## config.mk

```make
export PLATFORM = sky130hd
export DESIGN_NAME = stibs_ctrl
export DESIGN_NICKNAME = d
export VERILOG_FILES = /design/src/design/stibs_pkg.sv /design/src/design/stibs_ctrl.sv
export SDC_FILE = /design/constraint.sdc
export NUM_CORES = 1
export LEC_CHECK = 0
export BUFFER_PORTS_ARGS = -buffer_cell sky130_fd_sc_hd__buf_2
export CAP_MARGIN = 10
export CORE_AREA = 4 4 41 43
export CTS_BUF_LIST = sky130_fd_sc_hd__clkbuf_2
export CTS_CLUSTER_DIAMETER = 40
export DETAILED_ROUTE_END_ITERATION = 12
export DIE_AREA = 0 0 45 47
export PLACE_DENSITY_LB_ADDON = 0.05
export SYNTH_ARGS = -nofsm -noshare
export SYNTH_HDL_FRONTEND = slang
export SYNTH_SLANG_ARGS = --single-unit
```

## constraint.sdc

```tcl
create_clock -name i_clk -period 1.3 [get_ports i_clk]
set_input_delay 0.26 -clock i_clk [delete_from_list [all_inputs] [get_ports i_clk]]
set_output_delay 0.26 -clock i_clk [all_outputs]
set_load 0.01 [all_outputs]
```

## src/design/stibs_pkg.sv

```systemverilog
package stibs_pkg;

    localparam int DEPTH_DEFAULT = 128;
    localparam int VALUE_W       = 32;
    localparam int STATUS_W      = 2;
    localparam int POS_W         = 7;
    localparam int CNT_W         = 8;
    localparam int OUT_DATA_W    = 24;
    localparam int OUT_PAD_W     = OUT_DATA_W - STATUS_W - POS_W - CNT_W;

    typedef enum logic [STATUS_W-1:0] {
        ST_INSERTED = 2'd0,
        ST_FULL     = 2'd1,
        ST_FOUND    = 2'd2,
        ST_MISSING  = 2'd3
    } t_status;

    typedef enum logic [0:0] {
        OP_INSERT = 1'b0,
        OP_SEARCH = 1'b1
    } t_op;

    typedef enum logic [2:0] {
        S_IDLE,
        S_DISPATCH,
        S_INS_RD,
        S_INS_CMP,
        S_SR_PROBE,
        S_SR_CMP,
        S_FIN_CMP,
        S_DONE
    } t_state;

    typedef enum logic [2:0] {
        RD_NONE,
        RD_PTR_M1,
        RD_PTR_M2,
        RD_MID,
        RD_LO
    } t_rd_sel;

    typedef enum logic [1:0] {
        WR_NONE,
        WR_KEY,
        WR_SHIFT
    } t_wr_sel;

    typedef enum logic [1:0] {
        POS_ZERO,
        POS_PTR,
        POS_LO
    } t_pos_sel;

    typedef struct packed {
        logic     cap;
        logic     ptr_load;
        logic     ptr_dec;
        t_rd_sel  rd_sel;
        t_wr_sel  wr_sel;
        logic     bnd_init;
        logic     bnd_step;
        logic     res_load;
        t_status  res_status;
        t_pos_sel res_pos_sel;
        logic     cnt_inc;
        logic     out_load;
    } t_dp_cmd;

    typedef struct packed {
        logic op_search;
        logic full;
        logic empty;
        logic ptr_zero;
        logic ptr_one;
        logic rd_gt;
        logic rd_eq;
        logic probe_more;
        logic out_free;
    } t_dp_stat;

endpackage

```

## src/design/stibs_ctrl.sv

```systemverilog
module stibs_ctrl (
    input  logic               i_clk,
    input  logic               i_rst_n,
    input  logic               i_in_valid,
    output logic               o_in_ready,
    input  stibs_pkg::t_dp_stat i_stat,
    output stibs_pkg::t_dp_cmd  o_cmd
);

    stibs_pkg::t_state r_state, n_state;

    always_ff @(posedge i_clk) begin
        if (!i_rst_n) begin
            r_state <= stibs_pkg::S_IDLE;
        end else begin
            r_state <= n_state;
        end
    end

    always_comb begin
        n_state    = r_state;
        o_cmd      = '0;
        o_in_ready = 1'b0;
        case (r_state)
            stibs_pkg::S_IDLE: begin
                // intake stays closed while reset is held
                o_in_ready = i_rst_n;
                if (i_in_valid && i_rst_n) begin
                    o_cmd.cap = 1'b1;
                    n_state   = stibs_pkg::S_DISPATCH;
                end
            end
            stibs_pkg::S_DISPATCH: begin
                if (!i_stat.op_search) begin
                    if (i_stat.full) begin
                        o_cmd.res_load    = 1'b1;
                        o_cmd.res_status  = stibs_pkg::ST_FULL;
                        o_cmd.res_pos_sel = stibs_pkg::POS_ZERO;
                        n_state           = stibs_pkg::S_DONE;
                    end else begin
                        o_cmd.ptr_load = 1'b1;
                        n_state        = stibs_pkg::S_INS_RD;
                    end
                end else begin
                    if (i_stat.empty) begin
                        o_cmd.res_load    = 1'b1;
                        o_cmd.res_status  = stibs_pkg::ST_MISSING;
                        o_cmd.res_pos_sel = stibs_pkg::POS_ZERO;
                        n_state           = stibs_pkg::S_DONE;
                    end else begin
                        o_cmd.bnd_init = 1'b1;
                        n_state        = stibs_pkg::S_SR_PROBE;
                    end
                end
            end
            stibs_pkg::S_INS_RD: begin
                if (i_stat.ptr_zero) begin
                    o_cmd.wr_sel      = stibs_pkg::WR_KEY;
                    o_cmd.res_load    = 1'b1;
                    o_cmd.res_status  = stibs_pkg::ST_INSERTED;
                    o_cmd.res_pos_sel = stibs_pkg::POS_PTR;
                    o_cmd.cnt_inc     = 1'b1;
                    n_state           = stibs_pkg::S_DONE;
                end else begin
                    o_cmd.rd_sel = stibs_pkg::RD_PTR_M1;
                    n_state      = stibs_pkg::S_INS_CMP;
                end
            end
            stibs_pkg::S_INS_CMP: begin
                // read of the next lower entry overlaps the shift write
                if (i_stat.rd_gt) begin
                    o_cmd.wr_sel  = stibs_pkg::WR_SHIFT;
                    o_cmd.ptr_dec = 1'b1;
                    if (i_stat.ptr_one) begin
                        n_state = stibs_pkg::S_INS_RD;
                    end else begin
                        o_cmd.rd_sel = stibs_pkg::RD_PTR_M2;
                    end
                end else begin
                    o_cmd.wr_sel      = stibs_pkg::WR_KEY;
                    o_cmd.res_load    = 1'b1;
                    o_cmd.res_status  = stibs_pkg::ST_INSERTED;
                    o_cmd.res_pos_sel = stibs_pkg::POS_PTR;
                    o_cmd.cnt_inc     = 1'b1;
                    n_state           = stibs_pkg::S_DONE;
                end
            end
            stibs_pkg::S_SR_PROBE: begin
                if (i_stat.probe_more) begin
                    o_cmd.rd_sel = stibs_pkg::RD_MID;
                    n_state      = stibs_pkg::S_SR_CMP;
                end else begin
                    o_cmd.rd_sel = stibs_pkg::RD_LO;
                    n_state      = stibs_pkg::S_FIN_CMP;
                end
            end
            stibs_pkg::S_SR_CMP: begin
                o_cmd.bnd_step = 1'b1;
                n_state        = stibs_pkg::S_SR_PROBE;
            end
            stibs_pkg::S_FIN_CMP: begin
                o_cmd.res_load = 1'b1;
                if (i_stat.rd_eq) begin
                    o_cmd.res_status  = stibs_pkg::ST_FOUND;
                    o_cmd.res_pos_sel = stibs_pkg::POS_LO;
                end else begin
                    o_cmd.res_status  = stibs_pkg::ST_MISSING;
                    o_cmd.res_pos_sel = stibs_pkg::POS_ZERO;
                end
                n_state = stibs_pkg::S_DONE;
            end
            stibs_pkg::S_DONE: begin
                if (i_stat.out_free) begin
                    o_cmd.out_load = 1'b1;
                    n_state        = stibs_pkg::S_IDLE;
                end
            end
            default: begin
                n_state = stibs_pkg::S_IDLE;
            end
        endcase
    end

endmodule

```

==> results_dict.tcl, run 1 <==
set metrics [dict create \
    clock-sinks 3 \
    setup_ws_ns -0.201 \
    p_per_area_nw_per_um2 1920 \
    numCtsBuffers 3 \
    endpoint_kind "primary output" \
    ios 30 \
    die_w_um 45 \
    r2r_slack_ns 0 \
    synth.most_common_cell "nand2_1" \
    synth_edf_count 0 \
    grt_pass1_wl_um 2530 \
    synthFlopType "dfxtp_1" \
    hold_depth 3 \
    drt-initial-drc-count 4 \
    synth_warnings 0 \
    timing.rr.end "r_state[1]" \
    drc 0 \
    drt_first_pass_iters 4 \
    holdWs_ns 0.318 \
    cts_hold_buf 0 \
    hold_viol 0 \
    max_freq_ghz 0.666 \
    arrival_ns 1.24 \
    drive_gt1_frac 0.743 \
    path_class "reg2out" \
    grt_pass1_vias 585 \
    clock_latency_ns 0.22 \
    synth_nets 69 \
    core_area_um2 1300 \
    crit_required_ns 1.04 \
    rows 13 \
    largestRegisters "r_state: 3 flops" \
    hold_class "in2reg" \
    vias_per_cell 5.26 \
    clkTransAtPathRegs_ns 0.04 \
    top_register "r_state" \
    syn_area_um2 417 \
    status "complete, but fails checks" \
    ant_nets 0 \
    portBuffers 29 \
    htree_levels 1 \
    period_needed_ns 1.50 \
    die_area_um2 2120 \
    gp_congestion 0.743 \
    critPathLaunchType "flop" \
    synth_cells 57 \
    overflow 0 \
    drv_cap 0 \
    postRouteWirelength_um 1620 \
    initial_core_util 0.320 \
    setup_viol 19 \
    avgRoutedWirePerCell_um 13.0 \
    hold_start "i_rst_n" \
    finalCritPeriodShare 1.15 \
    grt_usage 0.169 \
    ys_top_cells_by_count "nand2_1 (6), nor2_1 (4), nor3_1 (4)" \
    root_buffer "clkbuf_2" \
    vias 652 \
    cts_tree "built" \
    rr_startpoint "r_state[1]" \
    synth_area_leaders "dfxtp_1 (14%), buf_4 (5.4%), nand2_1 (5.4%)" \
    p_total_mw 1.67 \
    postSynth.asyncResetShare 0 \
    largest_reg_flops 3 \
    skew_ns 0.00285 \
    area_delta_synth_final_pct 108 \
    rr_worst_depth 6 \
    violations "negative setup slack" \
    rsz0062_at_grt "true" \
    slew_viol_final 0 \
    dpl.hpwl_um 1180 \
    ys_ff_latch 3 \
    ir_drop_uv 1070 \
    yosysSeqAreaShare 0.144 \
    die_h_um 47 \
    path_max_fanout 5 \
    synth_cell_type_count 33 \
    cellLeakagePower_nw 0.441 \
    synth_top_area_share 0.144 \
    antenna_found_initial 0 \
    layout.nets 122 \
    ctsLongestPathBuffers 2 \
    min_delay_worst_endpoint "r_state[0]" \
    grt_max_degree 9 \
    slew_headroom 0.810 \
    avgSynthCellArea_um2 7.31 \
    yosysTopAreaCell "dfxtp_1" \
    insertedDiodeCount 0 \
    worstMarginPinSlew_ns 0.281 \
]
## area by class of cell
class                   count  area [um2]
inverters                   4        20.0
fillers                   128         434
multi-input cells          45         370
clock buffers               4        20.0
repair buffers             53         367
flip-flops and latches      3        71.3
well taps                  15        18.8
## layer usage
layer | wire length [um] | GRT usage
met1 | 700 | 0.199
met3 | 102 | 0.0383
met2 | 783 | 0.288
met5 | 0 | 0
met4 | 29 | 0.0819
## cells by family (layout without fill, tap and decap cells)
logic type	Yosys count	in the layout	synth area share
muxes	2	2	0.0480
buffers and inverters	9	61	0.129
and+or+nand+nor	26	26	0.351
DFF	3	3	0.144
AOI/OAI and AO/OA	17	17	0.327
## per-stage QoR
stage	cell area [um2]	utilization	std cells	worst slack (ns)	setup TNS, ns
global placement	699	0.538	116	-0.0598	-0.257
finish	867	0.666	124	-0.201	-2.28
floorplan	424	-	57	0.00561	0
detailed placement	699	0.538	116	-0.0604	-0.321
CTS	835	0.641	125	-0.189	-2.44
global route	867	0.666	124	-0.264	-3.71
## critical path, stage by stage, from the launching register on
cell and delay (ns):
dfxtp_4 0.38, inv_4 0.05, or3_4 0.33, a21oi_2 0.13, buf_2 0.14
## worst max-delay path by stage
stage | startpoint | to | slack (ns) | cells past startpoint
4_1_cts | r_state[1] | o_cmd[11] | -0.19 | 4
3_5_place_dp | r_state[1] | o_cmd[11] | -0.06 | 4
2_1_floorplan | r_state[0] | o_cmd[6] | 0.006 | 5
6_report | r_state[1] | o_cmd[11] | -0.20 | 4
5_1_grt | r_state[0] | o_cmd[1] | -0.26 | 5
3_3_place_gp | r_state[0] | o_cmd[9] | -0.06 | 5
## placed cells by master, fill, tap and decap left out, types with 2 or more instances in the layout
master	synthesis	routed
buf_2	1	26
buf_4	3	18
buf_6	1	9
nand2_1	6	5
clkbuf_2	0	4
nor3_2	2	3
dfxtp_4	0	3
inv_4	0	2
nor2_2	0	2
a21oi_2	2	2
nor2_1	4	2
nor3_4	0	2
mux2i_1	2	2
nand2b_1	2	2
o21ai_0	2	2
a21oi_1	2	2
## where the power goes
part / leakage, nW / switching, mW / internal (mW)
clock: 0.0166 / 0.0537 / 0.0811
combinational: 0.398 / 0.577 / 0.709
sequential: 0.0267 / 0.0907 / 0.155
total: 0.441 / 0.722 / 0.945
## timing repair
| item | CTS | global route |
|---|---|---|
| gates resized for setup | 21 | 10 |
| pin swaps | 8 | 4 |
| setup endpoints to repair | 19 | 20 |
| cloned | 0 | 0 |
| buffers inserted | 5 | 0 |
Power figures use the tool's default switching activity.
==> run 2: changes to the inputs <==
--- a/config.mk
+++ b/config.mk
@@ -7,12 +7,13 @@
 export LEC_CHECK = 0
 export BUFFER_PORTS_ARGS = -buffer_cell sky130_fd_sc_hd__buf_2
 export CAP_MARGIN = 10
-export CORE_AREA = 4 4 41 43
+export CORE_AREA = 2 2 39 41
 export CTS_BUF_LIST = sky130_fd_sc_hd__clkbuf_2
 export CTS_CLUSTER_DIAMETER = 40
 export DETAILED_ROUTE_END_ITERATION = 12
-export DIE_AREA = 0 0 45 47
+export DIE_AREA = 0 0 41 43
 export PLACE_DENSITY_LB_ADDON = 0.05
+export SLEW_MARGIN = 20
 export SYNTH_ARGS = -nofsm -noshare
 export SYNTH_HDL_FRONTEND = slang
 export SYNTH_SLANG_ARGS = --single-unit
==> run 2 against run 1 <==
Wire length grew 5.4%. Worst hold slack gained 0.026 ns. Fmax grew 1.5%. Largest power group unchanged. The run still ends with negative setup slack left. Die area shrank 17%. Via count grew 2.0%. Critical path depth is the same. Count of clock-buffer cells in the layout is the same. Sequential share of layout area shrank 0.63 points. First-iteration DRC count grew to 2.8 times the previous value. Critical endpoint is now o_cmd[16].
==> results_dict.tcl, run 2 (synthesized netlist as in run 1, its figures left out) <==
set metrics [dict create \
    fin_tns_setup_ns -1.85 \
    period_needed_ns 1.48 \
    max_freq_ghz 0.676 \
    die_w_um 41 \
    crit_required_ns 1.04 \
    grt_usage 0.196 \
    path_class "reg2out" \
    clock_latency_ns 0.20 \
    top_register "r_state" \
    antenna_found_initial 0 \
    p_total_mw 1.78 \
    layout.nets 127 \
    setup_viol 15 \
    area_delta_synth_final_pct 125 \
    place_inst 118 \
    hold_viol 0 \
    drc 0 \
    worstMarginPinSlew_ns 0.335 \
    drt-initial-drc-count 11 \
    arrival_ns 1.22 \
    overflow 0 \
    pwr-share-comb 0.788 \
    ir_drop_uv 1090 \
    cts_tree "built" \
    final_area_um2 938 \
    grt_pass1_vias 557 \
    switchingPower_mw 0.755 \
    numCtsBuffers 3 \
    rows 14 \
    ios 30 \
    layout_common_cells "buf_2 (24), buf_4 (18), buf_6 (16)" \
    hold_class "in2reg" \
    final_common_cell "buf_2" \
    ctsLongestPathBuffers 2 \
    initial_core_util 0.301 \
    endpoint_kind "primary output" \
    dpl.hpwl_um 1110 \
    violations "negative setup slack" \
    insertedDiodeCount 0 \
    largestRegisters "r_state: 3 flops" \
    vias_per_cell 5.12 \
    cts_hold_buf 0 \
    root_buffer "clkbuf_2" \
    status "complete, but fails checks" \
    clock-sinks 3 \
    clkPwrFrac 0.071 \
    die_h_um 43 \
    avgRoutedWirePerCell_um 13.1 \
    rsz0062_at_grt "true" \
    num-fill-cells 116 \
    placed_cell_area_um2 708 \
    p_per_area_nw_per_um2 1900 \
    p_int_mw 1.03 \
    drt_first_pass_iters 4 \
    layoutNonFillerInstCount 130 \
    finalCritPeriodShare 1.14 \
    htree_levels 1 \
    portBuffers 29 \
    slew_viol_final 0 \
    critPathLaunchType "flop" \
    ant_nets 0 \
    grt_max_degree 8 \
    drive_gt1_frac 0.746 \
    path_max_fanout 4 \
    drv_cap 0 \
    switching_share 0.423 \
    slew_headroom 0.774 \
    die_area_um2 1760 \
    core_area_um2 1380 \
    gp_congestion 0.867 \
    grt_pass1_wl_um 2390 \
    cellLeakagePower_nw 0.481 \
    setup_ws_ns -0.180 \
    pwr-share-seq 0.141 \
    skew_ns 0.00472 \
    clkTransAtPathRegs_ns 0.04 \
    vias 665 \
    largest_reg_flops 3 \
    postRouteWirelength_um 1700 \
]
## run 2: worst paths after layout
kind / startpoint / to / slack (ns) / cells past startpoint
setup reg to reg: r_state[0] / r_state[1] / 0.02 / 6
setup / recovery: r_state[1] / o_cmd[16] / -0.18 / 4
hold / removal: i_rst_n / r_state[2] / 0.34 / 2
hold reg to reg: r_state[0] / r_state[1] / 0.78 / 4
## run 2: critical path, cell delays in order, from the launching register on
cell     delay (ns)
dfxtp_4        0.36
buf_4          0.15
nor3_4         0.21
and3_1         0.18
buf_2          0.13
## run 2: cell type report
class,instances,area (um2),share of cell area
timing repair buffer,58,435,0.464
multi-input combinational,45,372,0.396
inverter,4,20.0,0.0213
sequential,3,71.3,0.0760
clock buffer,4,20.0,0.0213
tap,16,20.0,0.0213
## run 2: metal layers
metal / GRT usage / part of all wire / vias up
li1: - / - / 329
met1: 0.240 / 0.44 / 310
met2: 0.313 / 0.51 / 24
met3: 0.0681 / 0.041 / 2
met4: 0.0467 / 0.0065 / 0
met5: 0 / 0 / -
## run 2: metrics by stage
stage | hold WS, ns | util | setup slack [ns]
floorplan | 0.383 | - | 0.00561
global placement | 0.551 | 0.512 | -0.116
detailed placement | 0.550 | 0.512 | -0.102
CTS | 0.322 | 0.632 | -0.196
global route | 0.308 | 0.678 | -0.264
finish | 0.344 | 0.678 | -0.180
## run 2: repair_timing
item / CTS / global route
endpoints found under the setup margin: 20 / 20
buffers inserted: 5 / 6
gates resized for setup: 29 / 11
pin swaps: 9 / 6
## run 2: power by group through the flow
stage               clock network (mW)  logic, mW  registers (mW)
global route                     0.147       1.50           0.257
CTS                              0.133       1.28           0.231
detailed placement                   0       1.01           0.207
global placement                     0       1.02           0.215
floorplan                            0      0.583           0.164
finish                           0.127       1.41           0.251
==> run 3: changes to the inputs <==
--- a/config.mk
+++ b/config.mk
@@ -13,6 +13,7 @@
 export DETAILED_ROUTE_END_ITERATION = 12
 export DIE_AREA = 0 0 41 43
 export PLACE_DENSITY_LB_ADDON = 0.05
+export REMOVE_ABC_BUFFERS = 1
 export SLEW_MARGIN = 20
 export SYNTH_ARGS = -nofsm -noshare
 export SYNTH_HDL_FRONTEND = slang
==> run 3 against run 2 <==
The flow still finishes with violations (negative setup slack). Largest power group unchanged. Wire length is 2.9% lower. Sequential power fell by 6%. Utilization rose by 5.2 points. Largest cell class unchanged. Register-to-register slack worse by 0.12 ns.
==> results_dict.tcl, run 3 (synthesized netlist as in run 1, its figures left out) <==
set metrics [dict create \
    placed_cell_area_um2 686 \
    ir_drop_uv 1380 \
    die_w_um 41 \
    hold_viol 0 \
    rows 14 \
    root_buffer "clkbuf_2" \
    grt_pass1_vias 544 \
    violations "negative setup slack" \
    gp_congestion 0.757 \
    hold_class "in2reg" \
    htree_levels 1 \
    max_freq_ghz 0.672 \
    ant_nets 0 \
    drt_first_pass_iters 4 \
    slew_headroom 0.806 \
    holdWs_ns 0.353 \
    critPathCapture "o_cmd[6]" \
    drc 0 \
    area_delta_synth_final_pct 143 \
    rsz0062_at_grt "true" \
    portBuffers 29 \
    antenna_found_initial 0 \
    period_needed_ns 1.49 \
    endpoint_kind "primary output" \
    vias_per_cell 4.92 \
    r2r_slack_ns -0.10 \
    p_int_mw 1.14 \
    crit_required_ns 1.04 \
    p_per_area_nw_per_um2 1960 \
    core_area_um2 1380 \
    path_max_fanout 6 \
    largestRegisters "r_state: 3 flops" \
    layout.nets 128 \
    grt_usage 0.197 \
    num-fill-cells 99 \
    ios 30 \
    top_register "r_state" \
    cpPeakStageDelay_ns 0.38 \
    rr_startpoint "r_state[0]" \
    grt_max_degree 11 \
    clock_latency_ns 0.20 \
    initial_core_util 0.301 \
    dpl.hpwl_um 1040 \
    rr_worst_depth 7 \
    finalCritPeriodShare 1.15 \
    die_h_um 43 \
    setup_ws_ns -0.189 \
    clock-sinks 3 \
    arrival_ns 1.23 \
    layout_common_cells "buf_2 (25), buf_4 (21), buf_6 (11)" \
    drive_gt1_frac 0.800 \
    multi_input_area_um2 438 \
    status "complete, but fails checks" \
    final_area_um2 1010 \
    critPathLaunchType "flop" \
    skew_ns 0.00295 \
    drv_cap 0 \
    place_ws_ns -0.147 \
    pwr-share-seq 0.120 \
    slew_viol_final 0 \
    cp_slowest_cell "dfxtp_4" \
    clkTransAtPathRegs_ns 0.04 \
    clkPwrFrac 0.064 \
    avgRoutedWirePerCell_um 12.6 \
    pwr-share-comb 0.816 \
    switching_share 0.422 \
    timing.rr.end "r_state[1]" \
    worstMarginPinSlew_ns 0.290 \
    final_common_cell "buf_2" \
    switchingPower_mw 0.836 \
    ff_latch_area_um2 71.3 \
    setup_viol 19 \
    insertedDiodeCount 0 \
    startpoint "r_state[0]" \
    die_area_um2 1760 \
    path_class "reg2out" \
    largest_reg_flops 3 \
    cellLeakagePower_nw 0.499 \
    ctsLongestPathBuffers 2 \
    drt-initial-drc-count 6 \
    cp_cell_sequence "nor2b_4 > a21oi_4 > nor3_4 > nand2b_4 > buf_6" \
    vias 644 \
    numCtsBuffers 3 \
    cts_tree "built" \
    postRouteWirelength_um 1650 \
    overflow 0 \
    grt_pass1_wl_um 2370 \
]
run 3: cell count changes in the layout (fill, tap and decap cells not counted), sizes merged:
cell,change
buf,+1
run 3: layout make-up:
type | instances | area share
sequential | 3 | 0.0705
clock buffer | 4 | 0.0198
inverter | 4 | 0.0198
multi-input combinational | 45 | 0.433
tap | 16 | 0.0198
timing repair buffer | 59 | 0.437
run 3: critical path: cells and delay by family (launching register included):
kind | cells | cell delay (ns)
buffers and inverters | 1 | 0.09
AND/OR/NAND/NOR | 3 | 0.50
AO/OA/AOI/OAI | 1 | 0.05
flip-flops | 1 | 0.38
run 3: metal layers:
metal  GRT usage  share of wire  vias up
met4       0.113          0.013        0
li1            -              -      331
met1       0.270           0.44      293
met2       0.275           0.50       18
met5           0              0        -
met3      0.0366          0.043        2
run 3: through the flow:
step	util	total power [mW]	cells	TNS, ns
after floorplan	-	0.656	52	-0.814
after global placement	0.495	1.20	116	-0.517
after detailed placement	0.495	1.18	116	-0.688
after CTS	0.580	1.52	124	-2.53
after global routing	0.731	2.12	131	-4.00
final	0.731	1.98	131	-2.18
run 3: worst min path at each step:
| stage | depth (start not counted) | start | slack [ns] | endpoint |
|---|---|---|---|---|
| after global routing | 2 | i_rst_n | 0.33 | r_state[2] |
| after global placement | 3 | i_rst_n | 0.56 | r_state[0] |
| final | 2 | i_rst_n | 0.35 | r_state[2] |
| after floorplan | 2 | i_rst_n | 0.38 | r_state[0] |
| after CTS | 2 | i_rst_n | 0.34 | r_state[2] |
| after detailed placement | 3 | i_rst_n | 0.56 | r_state[0] |
run 3: power groups by stage:
stage / clock network (mW) / registers, mW / logic [mW]
floorplan: 0 / 0.224 / 0.432
global placement: 0 / 0.202 / 0.993
detailed placement: 0 / 0.203 / 0.980
CTS: 0.135 / 0.224 / 1.17
global route: 0.148 / 0.243 / 1.73
finish: 0.126 / 0.237 / 1.62
run 3: repair_timing:
item,4_1_cts,5_1_grt
hold buffers,0,0
hold endpoints to repair,0,0
setup endpoints to repair,20,20
buffers inserted,4,7
resized for setup,18,33
pin swaps,2,14
